==> config.mk <==
export PLATFORM = sky130hd
export DESIGN_NAME = software_timer_bank_flat
export DESIGN_NICKNAME = d
export VERILOG_FILES = /design/src/sv/stb_pkg.sv /design/src/sv/stb_req_if.sv /design/src/sv/stb_rsp_if.sv /design/src/sv/software_timer_bank.sv /design/src/sv/stb_ram.sv /design/src/flat_wrapper.sv
export SDC_FILE = /design/constraint.sdc
export NUM_CORES = 1
export LEC_CHECK = 0
export BUFFER_PORTS_ARGS = -buffer_cell sky130_fd_sc_hd__clkbuf_2
export CAP_MARGIN = 20
export CORE_ASPECT_RATIO = 0.8
export CORE_MARGIN = 2
export CORE_UTILIZATION = 50
export CTS_CLUSTER_DIAMETER = 200
export DETAILED_ROUTE_END_ITERATION = 10
export HOLD_SLACK_MARGIN = 0.02
export PLACE_DENSITY_LB_ADDON = 0.08
export SETUP_SLACK_MARGIN = 0.1
export SLEW_MARGIN = 20
export SYNTH_ARGS = -nofsm -noshare
export SYNTH_HDL_FRONTEND = slang
export SYNTH_SLANG_ARGS = --single-unit
==> constraint.sdc <==
create_clock -name clk -period 5.3 [get_ports clk]
set_input_delay 0.795 -clock clk [delete_from_list [all_inputs] [get_ports clk]]
set_output_delay 0.795 -clock clk [all_outputs]
set_load 0.005 [all_outputs]
==> src/sv/stb_pkg.sv <==
`default_nettype none
// ----------------------------------------------------------------------------
// stb_pkg
// Shared types and constants of the software timer bank.
// ----------------------------------------------------------------------------
package stb_pkg;

	localparam int TIMER_COUNT_DEF = 16;
	localparam int TICK_BITS_DEF   = 32;

	localparam int MODE_W   = 2;
	localparam int ID_W     = 6;
	localparam int PERIOD_W = 32;
	localparam int PEND_W   = 32;

	typedef enum logic [MODE_W-1:0] {
		MODE_TICK  = 2'd0,
		MODE_START = 2'd1,
		MODE_STOP  = 2'd2,
		MODE_QUERY = 2'd3
	} mode_t;

	localparam logic KIND_EVENT = 1'b0;
	localparam logic KIND_DONE  = 1'b1;

	typedef enum logic [1:0] {
		ST_IDLE,
		ST_EXEC,
		ST_SCAN,
		ST_FIN
	} state_t;

endpackage
`default_nettype wire

==> src/sv/stb_req_if.sv <==
`default_nettype none
// ----------------------------------------------------------------------------
// stb_req_if
// Request channel of the timer bank: one command beat per handshake.
// ----------------------------------------------------------------------------
interface stb_req_if;
	logic                         valid;
	logic                         ready;
	logic [stb_pkg::MODE_W-1:0]   mode;
	logic [stb_pkg::ID_W-1:0]     timer_sel;
	logic [stb_pkg::PERIOD_W-1:0] period;
	logic                         notify;

	modport source (output valid, mode, timer_sel, period, notify, input ready);
	modport sink   (input valid, mode, timer_sel, period, notify, output ready);
endinterface
`default_nettype wire

==> src/sv/stb_rsp_if.sv <==
`default_nettype none
// ----------------------------------------------------------------------------
// stb_rsp_if
// Response channel of the timer bank: events, completions and query answers.
// ----------------------------------------------------------------------------
interface stb_rsp_if;
	logic                       valid;
	logic                       ready;
	logic                       kind;
	logic [stb_pkg::ID_W-1:0]   timer_id_res;
	logic                       active;
	logic                       running;
	logic [stb_pkg::PEND_W-1:0] ticks_left;
	logic                       last;

	modport source (output valid, kind, timer_id_res, active, running, ticks_left, last,
		input ready);
	modport sink   (input valid, kind, timer_id_res, active, running, ticks_left, last,
		output ready);
endinterface
`default_nettype wire

==> src/sv/software_timer_bank.sv <==
`default_nettype none
// ----------------------------------------------------------------------------
// software_timer_bank
// Bank of one-shot timers over a tick counter that advances on each tick
// command, with expiry times and notify flags held in a RAM.
// ----------------------------------------------------------------------------
//
// Channel  Dir  Beat contents                                   Beats per item
// -------  ---  ----------------------------------------------  --------------
// req      in   mode, timer_sel, period, notify                 1
// rsp      out  kind, timer_id_res, active, running,            1 .. TIMER_COUNT+1
//               ticks_left, last
//
// Start, stop and query pass through the accept, which also issues the RAM
// read, and an execute step that writes the RAM, clears a flag or forms the answer.
// A tick runs through the accept, a scan that visits each timer entry in turn
// as it walks the RAM read port, and the closing completion beat.
// A beat waits while the single output register still holds a stalled beat;
// meanwhile the scan still moves past entries that do not fire.
// Reset clears the tick counter, the active flags and the state machine; the
// RAM needs no clearing, because an inactive entry always reads as expiry zero.
//
// An entry's RAM word holds {notify, expiry}. The active flags sit in flops,
// so they double as valid bits for the RAM: stop and firing only clear the
// flag, and any inactive entry is treated as having expiry zero, which is
// exactly what the timer state would hold.
module software_timer_bank #(
	parameter int TIMER_COUNT = stb_pkg::TIMER_COUNT_DEF,
	parameter int TICK_BITS   = stb_pkg::TICK_BITS_DEF
) (
	input wire logic  clk,
	input wire logic  arst_n,
	stb_req_if.sink   req,
	stb_rsp_if.source rsp
);

	localparam int IDX_W = (TIMER_COUNT > 1) ? $clog2(TIMER_COUNT) : 1;
	localparam int WORD_W = TICK_BITS + 1;
	localparam logic [IDX_W-1:0] LAST_IDX = IDX_W'(TIMER_COUNT - 1);
	localparam logic [stb_pkg::ID_W-1:0] ID_LIMIT = stb_pkg::ID_W'(TIMER_COUNT);

	// Control state.
	stb_pkg::state_t state_q, state_d;
	logic [TICK_BITS-1:0]   now_q;
	logic [TIMER_COUNT-1:0] active_q;
	logic [IDX_W-1:0]       idx_q;

	// The accepted command.
	stb_pkg::mode_t               mode_q;
	logic [stb_pkg::ID_W-1:0]     id_q;
	logic [stb_pkg::PERIOD_W-1:0] period_q;
	logic                         notify_q;

	// Output register.
	logic                       out_valid_q;
	logic                       out_kind_q;
	logic [stb_pkg::ID_W-1:0]   out_id_q;
	logic                       out_act_q;
	logic                       out_run_q;
	logic [stb_pkg::PEND_W-1:0] out_pend_q;
	logic                       out_last_q;

	// RAM port.
	logic                  ram_we;
	logic [IDX_W-1:0]      ram_raddr;
	logic [WORD_W-1:0]     ram_wdata;
	logic [WORD_W-1:0]     ram_rdata;

	// Datapath decode.
	logic                 req_fire;
	logic                 out_free;
	logic                 id_ok;
	logic [IDX_W-1:0]     id_idx;
	logic                 rd_notify;
	logic [TICK_BITS-1:0] rd_expiry;
	logic                 fire;
	logic [TICK_BITS-1:0] q_expiry;
	logic                 q_run;
	logic [TICK_BITS-1:0] q_diff;

	// Per-state controls.
	logic                       emit;
	logic                       emit_kind;
	logic [stb_pkg::ID_W-1:0]   emit_id;
	logic                       emit_act;
	logic                       emit_run;
	logic [stb_pkg::PEND_W-1:0] emit_pend;
	logic                       emit_last;
	logic                       set_act;
	logic                       clr_act;
	logic [IDX_W-1:0]           act_idx;
	logic                       scan_adv;

	stb_ram #(
		.WIDTH (WORD_W),
		.DEPTH (TIMER_COUNT),
		.AW    (IDX_W)
	) u_ram (
		.clk   (clk),
		.we    (ram_we),
		.waddr (id_idx),
		.wdata (ram_wdata),
		.raddr (ram_raddr),
		.rdata (ram_rdata)
	);

	assign req_fire  = req.valid && req.ready;
	assign out_free  = !out_valid_q || rsp.ready;
	assign id_ok     = id_q < ID_LIMIT;
	assign id_idx    = id_q[IDX_W-1:0];
	assign rd_notify = ram_rdata[TICK_BITS];
	assign rd_expiry = ram_rdata[TICK_BITS-1:0];
	assign ram_wdata = {notify_q, now_q + TICK_BITS'(period_q)};

	// During the scan the RAM output belongs to entry idx_q; nothing writes
	// the RAM while a scan runs, so the read data needs no forwarding.
	assign fire = active_q[idx_q] && rd_notify && !(now_q < rd_expiry);

	// Query: an inactive entry reads as expiry zero.
	assign q_expiry = (id_ok && active_q[id_idx]) ? rd_expiry : '0;
	assign q_run    = now_q < q_expiry;
	assign q_diff   = q_expiry - now_q;

	always_comb begin
		state_d = state_q;
		case (state_q)
			stb_pkg::ST_IDLE: begin
				if (req_fire) begin
					if (stb_pkg::mode_t'(req.mode) == stb_pkg::MODE_TICK) begin
						state_d = stb_pkg::ST_SCAN;
					end else begin
						state_d = stb_pkg::ST_EXEC;
					end
				end
			end
			stb_pkg::ST_EXEC: begin
				if (out_free) begin
					state_d = stb_pkg::ST_IDLE;
				end
			end
			stb_pkg::ST_SCAN: begin
				if (scan_adv && idx_q == LAST_IDX) begin
					state_d = stb_pkg::ST_FIN;
				end
			end
			stb_pkg::ST_FIN: begin
				if (out_free) begin
					state_d = stb_pkg::ST_IDLE;
				end
			end
			default: begin
				state_d = stb_pkg::ST_IDLE;
			end
		endcase
	end

	always_comb begin
		req.ready = 1'b0;
		ram_we    = 1'b0;
		ram_raddr = idx_q;
		emit      = 1'b0;
		emit_kind = stb_pkg::KIND_DONE;
		emit_id   = id_q;
		emit_act  = 1'b0;
		emit_run  = 1'b0;
		emit_pend = '0;
		emit_last = 1'b1;
		set_act   = 1'b0;
		clr_act   = 1'b0;
		act_idx   = id_idx;
		scan_adv  = 1'b0;
		case (state_q)
			stb_pkg::ST_IDLE: begin
				req.ready = 1'b1;
				if (stb_pkg::mode_t'(req.mode) == stb_pkg::MODE_TICK) begin
					ram_raddr = '0;
				end else begin
					ram_raddr = req.timer_sel[IDX_W-1:0];
				end
			end
			stb_pkg::ST_EXEC: begin
				ram_raddr = id_idx;
				if (out_free) begin
					emit = 1'b1;
					case (mode_q)
						stb_pkg::MODE_START: begin
							ram_we  = id_ok;
							set_act = id_ok;
						end
						stb_pkg::MODE_STOP: begin
							clr_act = id_ok;
						end
						stb_pkg::MODE_QUERY: begin
							emit_act  = id_ok && active_q[id_idx];
							emit_run  = q_run;
							emit_pend = q_run ? stb_pkg::PEND_W'(q_diff) : '0;
						end
						default: begin
						end
					endcase
				end
			end
			stb_pkg::ST_SCAN: begin
				act_idx  = idx_q;
				scan_adv = !fire || out_free;
				if (fire && out_free) begin
					emit      = 1'b1;
					emit_kind = stb_pkg::KIND_EVENT;
					emit_id   = stb_pkg::ID_W'(idx_q);
					emit_last = 1'b0;
					clr_act   = 1'b1;
				end
				// Move the read on to the next entry only once this one is done.
				ram_raddr = scan_adv ? idx_q + 1'b1 : idx_q;
			end
			stb_pkg::ST_FIN: begin
				emit = out_free;
			end
			default: begin
			end
		endcase
	end

	always_ff @(posedge clk or negedge arst_n) begin
		if (!arst_n) begin
			state_q     <= stb_pkg::ST_IDLE;
			now_q       <= '0;
			active_q    <= '0;
			idx_q       <= '0;
			out_valid_q <= 1'b0;
		end else begin
			state_q <= state_d;
			if (req_fire && stb_pkg::mode_t'(req.mode) == stb_pkg::MODE_TICK) begin
				now_q <= now_q + 1'b1;
			end
			if (req_fire) begin
				idx_q <= '0;
			end else if (scan_adv) begin
				idx_q <= idx_q + 1'b1;
			end
			if (set_act) begin
				active_q[act_idx] <= 1'b1;
			end else if (clr_act) begin
				active_q[act_idx] <= 1'b0;
			end
			if (emit) begin
				out_valid_q <= 1'b1;
			end else if (rsp.ready) begin
				out_valid_q <= 1'b0;
			end
		end
	end

	always_ff @(posedge clk) begin
		if (req_fire) begin
			mode_q   <= stb_pkg::mode_t'(req.mode);
			id_q     <= req.timer_sel;
			period_q <= req.period;
			notify_q <= req.notify;
		end
		if (emit) begin
			out_kind_q <= emit_kind;
			out_id_q   <= emit_id;
			out_act_q  <= emit_act;
			out_run_q  <= emit_run;
			out_pend_q <= emit_pend;
			out_last_q <= emit_last;
		end
	end

	assign rsp.valid        = out_valid_q;
	assign rsp.kind         = out_kind_q;
	assign rsp.timer_id_res = out_id_q;
	assign rsp.active       = out_act_q;
	assign rsp.running      = out_run_q;
	assign rsp.ticks_left   = out_pend_q;
	assign rsp.last         = out_last_q;

endmodule
`default_nettype wire

==> src/sv/stb_ram.sv <==
`default_nettype none
// ----------------------------------------------------------------------------
// stb_ram
// Generic single-write, single-read RAM with a registered read port.
// ----------------------------------------------------------------------------
module stb_ram #(
	parameter int WIDTH = 8,
	parameter int DEPTH = 16,
	parameter int AW    = (DEPTH > 1) ? $clog2(DEPTH) : 1
) (
	input  wire logic             clk,
	input  wire logic             we,
	input  wire logic [AW-1:0]    waddr,
	input  wire logic [WIDTH-1:0] wdata,
	input  wire logic [AW-1:0]    raddr,
	output logic      [WIDTH-1:0] rdata
);

	logic [WIDTH-1:0] mem_q [DEPTH];
	logic [WIDTH-1:0] rdata_q;

	always_ff @(posedge clk) begin
		if (we) begin
			mem_q[waddr] <= wdata;
		end
		rdata_q <= mem_q[raddr];
	end

	assign rdata = rdata_q;

endmodule
`default_nettype wire
==> src/flat_wrapper.sv <==
// flat-port wrapper written by rule: the top's interface ports become plain ports
module software_timer_bank_flat 
#(
	parameter int TIMER_COUNT = stb_pkg::TIMER_COUNT_DEF,
	parameter int TICK_BITS   = stb_pkg::TICK_BITS_DEF
)
  (clk, arst_n, req_valid, req_mode, req_timer_sel, req_period, req_notify, req_ready, rsp_valid, rsp_kind, rsp_timer_id_res, rsp_active, rsp_running, rsp_ticks_left, rsp_last, rsp_ready);
  stb_req_if req_i ();
  stb_rsp_if rsp_i ();
  input wire logic clk;
  input wire logic arst_n;
  input wire logic [$bits(req_i.valid)-1:0] req_valid;
  input wire logic [$bits(req_i.mode)-1:0] req_mode;
  input wire logic [$bits(req_i.timer_sel)-1:0] req_timer_sel;
  input wire logic [$bits(req_i.period)-1:0] req_period;
  input wire logic [$bits(req_i.notify)-1:0] req_notify;
  output wire logic [$bits(req_i.ready)-1:0] req_ready;
  output wire logic [$bits(rsp_i.valid)-1:0] rsp_valid;
  output wire logic [$bits(rsp_i.kind)-1:0] rsp_kind;
  output wire logic [$bits(rsp_i.timer_id_res)-1:0] rsp_timer_id_res;
  output wire logic [$bits(rsp_i.active)-1:0] rsp_active;
  output wire logic [$bits(rsp_i.running)-1:0] rsp_running;
  output wire logic [$bits(rsp_i.ticks_left)-1:0] rsp_ticks_left;
  output wire logic [$bits(rsp_i.last)-1:0] rsp_last;
  input wire logic [$bits(rsp_i.ready)-1:0] rsp_ready;
  assign req_i.valid = req_valid;
  assign req_i.mode = req_mode;
  assign req_i.timer_sel = req_timer_sel;
  assign req_i.period = req_period;
  assign req_i.notify = req_notify;
  assign req_ready = req_i.ready;
  assign rsp_valid = rsp_i.valid;
  assign rsp_kind = rsp_i.kind;
  assign rsp_timer_id_res = rsp_i.timer_id_res;
  assign rsp_active = rsp_i.active;
  assign rsp_running = rsp_i.running;
  assign rsp_ticks_left = rsp_i.ticks_left;
  assign rsp_last = rsp_i.last;
  assign rsp_i.ready = rsp_ready;
  software_timer_bank #(.TIMER_COUNT(TIMER_COUNT), .TICK_BITS(TICK_BITS)) u_core (.clk(clk), .arst_n(arst_n), .req(req_i), .rsp(rsp_i));
endmodule
==> results by group, run 1 <==
Placement
  • HPWL after DPL: 46,680 um
  • PortBufs: 88
  • Placer Congestion: 0.8700
  • Dpl cell area: 32,850 um^2

Logic synthesis
  • Synth cell count leaders: 610 x edfxtp_1, 531 x nand2_1, 113 x nor2_1
  • EDFF count, synth: 610
  • #FFs+latches synth: 698
  • Synth area leader: edfxtp_1
  • Synth area leaders: edfxtp_1 59%, nand2_1 6.4%, dfrtp_1 4.4%
  • Cell with the most instances after synthesis: edfxtp_1
  • Sequential area share after synthesis: 0.6575
  • Post-synth top area share: 0.5917
  • Distinct cells, synth: 70
  • Mapped Nets: 2,672
  • Netlist Area Pre-Place: 30,960 um^2
  • Avg Cell Area, Syn: 12.26 um^2
  • Async S/R FF share, synth: 0.07880
  • Mapped Cells: 2,525
  • Main synth FF type: edfxtp_1
  • Warnings, synthesis: 0

STA
  • Slew HR: 0.2459
  • Fin crit share: 0.9417
  • Achievable frequency: 0.2004 GHz
  • Worst Max-Slew Pin Slew: 1.128 ns
  • Setup-failing EPs final: 0
  • Final clock skew: 0.02678 ns
  • Final Hold Viols: 0
  • Tmin final: 4.991 ns
  • Final Max Tran Viols: 0
  • Final setup TNS: 0 ns
  • RSZ-0062 raised after global routing: yes

Worst setup path
  • Worst Setup Path Type: register to register
  • Worst Path Required: 5.66 ns
  • Worst-path maximum fanout: 32
  • Crit path launch type: register
  • CP Capture Type: register
  • Data arrival, critical path: 5.35 ns

Finish
  • Storage cell area: 20,350 um^2
  • Area Growth Syn to Fin: 13.84%
  • Layout Nets: 2,786
  • Share of layout cells above drive strength 1: 0.1287
  • Footprint of the multi-input gates: 9956 um^2
  • Final Cell Area: 35,240 um^2
  • # diodes: 0
  • Fillers: 5,041

Die
  • DIE WIDTH: 282.2 um
  • Initial core utilization: 0.5058
  • Die Y: 226.6 um
  • Ports: 89
  • Row Count: 81
  • Core Region: 61,210 um^2
  • Die ar.: 63,940 um^2

Routing
  • Via density per instance: 5.724
  • DRC viols: 0
  • DR pass1 iterations: 5
  • Drt initial violations: 1,783
  • Via count: 20,180
  • Routed Antenna Nets: 0
  • Mean routed wirelength per cell: 22.24 um
  • Routed WL: 78,440 um

CTS
  • Reg clk slew, reported paths: 0.07 ns
  • CTS tree: yes
  • H-tree levels: 3
  • Root buffer cell: clkbuf_16
  • Clk buf depth: 3
  • Worst skew pair latency: 0.62 ns
  • Clock sinks: 698
  • Total CTS buffers: 71

Worst hold path
  • Worst hold path type: input pin to async pin

Global route
  • Vias in the first global route: 19,300
  • Maximum number of pins on one net before global-route repair: 71
  • Initial antenna violation count: 0
  • Global-route wire length before repair: 117,700 um
  • Total track usage: 0.2479
  • Total gr overflow: 0

Run
  • Max-Cap Viols: 0

Power
  • PD cells: 566.1 nW/um^2
  • Max IR drop VDD: 0.0006892 V
  • Pleak: 0.01316 uW

Outcome
  • Outcome: complete, no violations
path summary, 6_finish.rpt:
kind	startpoint	endpoint	slack, ns	cells after the start
worst max-delay path	u_core.id_q[0]$_DFFE_PP_	u_core.rsp.ticks_left[11]$_SDFFCE_PN0P_	0.31	19
min in group clk	req_period[21]	u_core.period_q[21]$_DFFE_PP_	0.34	1
worst min register to register	register	register	0.53	1
worst min-delay path	arst_n	u_core.idx_q[3]$_DFFE_PN0P_	0.32	2
max in group asynchronous	arst_n	u_core.now_q[21]$_DFFE_PN0P_	4.43	2
worst max register to register	u_core.id_q[0]$_DFFE_PP_	u_core.rsp.ticks_left[11]$_SDFFCE_PN0P_	0.31	19
layout by cell type (no fill, tap or decap), types with 33 or more instances in the layout:
cell and count:
a211oi_1 71, a21o_1 39, a21oi_1 70, a221o_1 37, a31oi_1 70, and2_0 50, buf_4 61, clkbuf_16 73
clkbuf_2 88, dfrtp_1 55, dfxtp_1 33, edfxtp_1 610, ha_1 100, inv_1 89, nand2_1 531, nand3_1 105
nor2_1 99, o21ai_1 67, o22ai_1 34, xnor2_1 58
cell families (layout without fill, tap and decap cells):
kind of cell | Yosys count | in the layout | synth area share
AND/OR/NAND/NOR | 916 | 916 | 0.1288
flip-flops | 698 | 698 | 0.6575
AO/OA/AOI/OAI | 475 | 475 | 0.1025
buffers and inverters | 213 | 384 | 0.02910
adder cells (fa/ha/maj) | 102 | 102 | 0.04171
XOR/XNOR | 88 | 88 | 0.02489
multiplexers | 33 | 33 | 0.01556
metrics by stage:
step	util	hold WS (ns)	setup WS [ns]	power, uW	std cells
final	0.5758	0.3189	0.3091	19950	3526
after global routing	0.5758	0.3229	0.02041	21060	3526
after CTS	0.5750	0.3098	0.2487	20080	3526
after detailed placement	0.5367	0.5168	0.2651	15060	3396
after global placement	0.5364	0.5037	0.3192	14920	3396
after floorplan	-	0.4911	0.1009	12360	2525
critical path: stages, from the launching register on:
cell and delay [ns]:
edfxtp_1 0.51, mux4_2 0.54, mux4_2 0.47, nor3b_1 0.20, inv_1 0.10, nor2_1 0.05, ha_1 0.31, nor2b_1 0.16
o21ai_1 0.15, a21boi_0 0.15, o41a_1 0.37, a21o_1 0.21, a211o_1 0.35, a31oi_2 0.24, o21ba_2 0.23, o21ai_0 0.11
o21ai_2 0.18, buf_12 0.20, inv_1 0.07, and2_1 0.13
state kept, by name (all words and copies together) (netlist names), named ones only:
name                     flops
u_core.rsp.timer_id_res      6
u_core.rsp.running           1
u_core.rsp.ticks_left       32
u_core.notify_q              1
u_core.u_ram.rdata          33
u_core.mode_q                2
u_core.u_ram.mem_q         528
u_core.state_q               2
u_core.rsp.active            1
u_core.id_q                  6
u_core.idx_q                 4
u_core.now_q                32
u_core.period_q             32
u_core.rsp.valid             1
u_core.rsp.last              1
cell type report:
cell class,instances,area share
Clock buffer,97,0.05666
Inverter,89,0.009479
Timing Repair Buffer,165,0.03458
Tap cell,830,0.02947
Multi-Input combinational cell,1614,0.2825
Clock inverter,33,0.009798
Sequential cell,698,0.5775
layer usage:
metal / GRT usage / up-vias / part of all wire
met5: 0 / - / 0
met4: 0.07476 / 0 / 0.027
met3: 0.03277 / 120 / 0.055
met2: 0.3973 / 617 / 0.47
met1: 0.3551 / 10010 / 0.45
li1: - / 9440 / -
power by group:
| group | leakage [uW] | switching (uW) | total, uW | internal (uW) |
|---|---|---|---|---|
| Clock | 0.00114 | 2100 | 5000 | 2900 |
| Combinational | 0.00552 | 5020 | 7700 | 2690 |
| Sequential | 0.00650 | 269 | 7240 | 6980 |
timing repair:
action	CTS	global route
hold buffers	0	0
setup buffers	0	0
endpoints found under the hold margin	0	0
resized for setup	0	3
setup endpoints to repair	0	33
Power figures use the tool's default switching activity.
==> inputs of run 2 (changes only) <==
--- a/config.mk
+++ b/config.mk
@@ -7,9 +7,11 @@
 export LEC_CHECK = 0
 export BUFFER_PORTS_ARGS = -buffer_cell sky130_fd_sc_hd__clkbuf_2
 export CAP_MARGIN = 20
+export CELL_PAD_IN_SITES_DETAIL_PLACEMENT = 1
+export CELL_PAD_IN_SITES_GLOBAL_PLACEMENT = 2
 export CORE_ASPECT_RATIO = 0.8
 export CORE_MARGIN = 2
-export CORE_UTILIZATION = 50
+export CORE_UTILIZATION = 42
 export CTS_CLUSTER_DIAMETER = 200
 export DETAILED_ROUTE_END_ITERATION = 10
 export HOLD_SLACK_MARGIN = 0.02
@@ -18,4 +20,5 @@
 export SLEW_MARGIN = 20
 export SYNTH_ARGS = -nofsm -noshare
 export SYNTH_HDL_FRONTEND = slang
+export SYNTH_HIERARCHICAL = 1
 export SYNTH_SLANG_ARGS = --single-unit
==> run 2 against run 1 <==
Compared with the run above:
- area after synthesis is 0.85% lower
- wire length is 4.4% higher
- combinational power is 23% lower
- setup slack better by 0.089 ns
- first-iteration DRC count is 14% lower
- flip-flop and latch count stayed put
- critical path depth is 2 lower
- hold slack worse by 0.018 ns
- register-to-register slack better by 0.09 ns
==> results by group, run 2 <==
Finish
  • Max reg flops: 528 (unchanged)
  • Largest Register: u_core/u_ram/mem_q
  • Area Growth Syn to Fin: 14.62%
  • Share of layout cells above drive strength 1: 0.2076 (+0.07885)
  • Post-route insts no fill: 3,091 (-12%)
  • Leading cell types in the layout, fill and taps excluded: 610 x edfxtp_1, 125 x nand2_1, 122 x mux4_2
  • Layout Nets: 2,233 (-20%)
  • Commonest non-fill, non-tap cell in the layout: edfxtp_1

CTS
  • Clock sinks: 698 (unchanged)
  • Worst skew pair latency: 0.64 ns (+0.02 ns)
  • Total CTS buffers: 72 (+1.4%)
  • Clk buf depth: 3 (unchanged)
  • CTS tree: yes
  • Hold buffer count at cts: 0 (unchanged)
  • Reg clk slew, reported paths: 0.06 ns (about the same)
  • H-tree levels: 3 (unchanged)
  • Root buffer cell: clkbuf_16

Worst setup path
  • Cell family with most CP delay: simple AND/OR/NAND/NOR gates
  • CP dominant cell by count: mux4_2
  • Slowest cell on the critical path: mux4_2
  • Worst Setup Path Type: register to register
  • Data arrival, critical path: 5.25 ns (-0.10 ns)
  • Crit path launch type: register
  • CP Capture Type: register
  • Worst Path Required: 5.65 ns (about the same)
  • R2R Setup Slk: 0.40 ns (+0.09 ns)
  • CP max stage delay: 0.56 ns (+0.02 ns)
  • Worst-path maximum fanout: 31 (-3.1%)
  • Critical path buffer and inverter count: 3 (unchanged)
  • CP Cell Sequence: mux4_2 -> mux4_2 -> nor3b_1 -> inv_1 -> buf_12 -> nor2_1 -> ha_1 -> and4_1 -> a221o_1 -> a21oi_1 -> o21bai_1 -> nor3_2 -> a211o_1 -> nand3_2 -> nand2_1 -> buf_4 -> nor3_1

STA
  • Final Max Tran Viols: 0 (unchanged)
  • Slew HR: 0.3143 (+0.06840)
  • Worst Max-Slew Pin Slew: 1.026 ns (-0.1024 ns)
  • RSZ-0062 raised after global routing: no
  • Final setup TNS: 0 ns (unchanged)
  • Achievable frequency: 0.2040 GHz (+1.8%)
  • Final Hold Viols: 0 (unchanged)
  • Setup-failing EPs final: 0 (unchanged)
  • Worst hold margin: 0.3007 ns (-0.01817 ns)
  • Setup ws final: 0.3978 ns (+0.08875 ns)
  • Final clock skew: 0.03170 ns (+0.004924 ns)
  • Fin crit share: 0.9249 (-0.01674)
  • Tmin final: 4.902 ns (-0.08875 ns)

Outcome
  • Outcome: complete, no violations

Power
  • Final Power: 18,540 uW (-7.1%)
  • PD cells: 527.1 nW/um^2 (-6.9%)
  • Pleak: 0.01250 uW (-5.0%)
  • Max IR drop VDD: 0.0003220 V (-53%)

Routing
  • DR pass1 iterations: 5 (unchanged)
  • Via count: 17,680 (-12%)
  • Mean routed wirelength per cell: 26.48 um (+19%)
  • Drt initial violations: 1,531 (-14%)
  • Routed WL: 81,850 um (+4.4%)
  • Routed Antenna Nets: 0 (unchanged)
  • DRC viols: 0 (unchanged)
  • Via density per instance: 5.721 (about the same)

Placement
  • PortBufs: 88 (unchanged)
  • Placed Cells: 2,952 (-13%)
  • Placer Congestion: 0.8539 (-1.9%)
  • Dpl ws: 0.3062 ns (+0.04103 ns)
  • HPWL after DPL: 52,020 um (+11%)

Die
  • Die ar.: 75,280 um^2 (+18%)
  • Initial core utilization: 0.4250 (-0.08079)
  • Ports: 89 (unchanged)
  • Row Count: 88 (+8.6%)
  • Core Region: 72,230 um^2 (+18%)
  • Die Y: 245.8 um (+8.5%)
  • DIE WIDTH: 306.3 um (+8.5%)

Logic synthesis
  • #FFs+latches synth: 698 (unchanged)
  • Async S/R FF share, synth: 0.07880 (unchanged)
  • Main synth FF type: edfxtp_1
  • Synth area leader: edfxtp_1
  • Warnings, synthesis: 6 (+6)
  • Mapped Nets: 2,076 (-22%)
  • Avg Cell Area, Syn: 15.93 um^2 (+30%)
  • EDFF count, synth: 610 (unchanged)
  • Cell with the most instances after synthesis: edfxtp_1
  • Synth area leaders: edfxtp_1 60%, mux4_2 9.0%, dfrtp_1 4.5%
  • Distinct cells, synth: 82 (+17%)
  • Mapped Cells: 1,927 (-24%)
  • Post-synth top area share: 0.5967 (+0.005089)
  • Sequential area share after synthesis: 0.6631 (+0.005655)
  • Netlist Area Pre-Place: 30,700 um^2 (-0.85%)
  • Synth cell count leaders: 610 x edfxtp_1, 128 x nor2_1, 125 x nand2_1

Worst hold path
  • Worst hold path type: input pin to async pin

Global route
  • Total gr overflow: 0 (unchanged)
  • Maximum number of pins on one net before global-route repair: 60 (-15%)
  • Global-route wire length before repair: 121,600 um (+3.2%)
  • Initial antenna violation count: 2 (+2)
  • Total track usage: 0.2213 (-0.02665)
  • Vias in the first global route: 18,380 (-4.7%)

Run
  • Max-Cap Viols: 0 (unchanged)
-- run 2: changes by cell type after synthesis, sizes merged, moves of 24 or more --
cell | before | now
buf | 66 | 36
a22oi | 1 | 66
and2 | 75 | 8
a211oi | 72 | 17
o22ai | 34 | 3
clkbuf | 58 | 34
o21ai | 95 | 68
nand3 | 105 | 32
nand2 | 531 | 125
mux4 | 10 | 141
a221o | 37 | 3
a31oi | 71 | 7
-- run 2: final timing paths --
| path | from | end | depth (start not counted) |
|---|---|---|---|
| worst max-delay path | u_core/id_q[0]$_DFFE_PP_ | u_core/rsp.ticks_left[28]$_SDFFCE_PN0P_ | 17 |
| worst min-delay path | arst_n | u_core/idx_q[1]$_DFFE_PN0P_ | 2 |
| worst max register to register | u_core/id_q[0]$_DFFE_PP_ | u_core/rsp.ticks_left[28]$_SDFFCE_PN0P_ | 17 |
| worst min register to register | register | register | 2 |
| max in group asynchronous | arst_n | u_core/now_q[20]$_DFFE_PN0P_ | 2 |
| min in group clk | req_period[27] | u_core/period_q[27]$_DFFE_PP_ | 1 |
-- run 2: cells by family after synthesis --
group	synth area share
flip-flops	0.6631
AND/OR/NAND/NOR	0.06253
AO/OA/AOI/OAI	0.07362
buffers and inverters	0.02723
multiplexers	0.1084
adder cells (fa/ha/maj)	0.04288
XOR/XNOR	0.02226
-- run 2: what timing repair did --
action / CTS / global route
resized for setup: 0 / 0
setup buffers: 0 / 3
setup endpoints to repair: 0 / 24
-- run 2: cell type report --
type                            count  area (um^2)
Timing Repair Buffer              153         1116
Clock buffer                      100         1987
Inverter                           93        349.1
Fill cell                        6944        37050
Clock inverter                     34        419.2
Tap cell                          945         1182
Sequential cell                   698        20350
Antenna cell                        2        5.005
Multi-Input combinational cell   1066         9771
-- run 2: per-stage QoR --
step	util	cell area, um^2
3_5_place_dp	0.4526	32690
2_1_floorplan	-	30700
5_1_grt	0.4870	35180
3_3_place_gp	0.4523	32670
4_1_cts	0.4859	35100
6_report	0.4871	35180
-- run 2: worst reg2reg max path, delay by kind of cell, from the launching register on --
kind | cells | cell delay, ns
fa+ha+maj | 1 | 0.35
simple gates | 7 | 1.24
compound gates | 4 | 0.88
flops | 1 | 0.55
buf+inv | 3 | 0.59
mux | 2 | 1.02
-- run 2: power breakdown --
| part | total (uW) | switching (uW) | internal, uW |
|---|---|---|---|
| registers | 7420 | 382 | 7040 |
| clock network | 5160 | 2170 | 3000 |
| logic | 5960 | 3450 | 2510 |
-- run 2: per-layer routing --
metal,up-vias,track usage,wire (um)
li1,7856,-,-
met1,9247,0.3356,39550
met2,460,0.3368,36590
met3,121,0.02896,3969
met4,0,0.05882,1745
met5,-,0,0
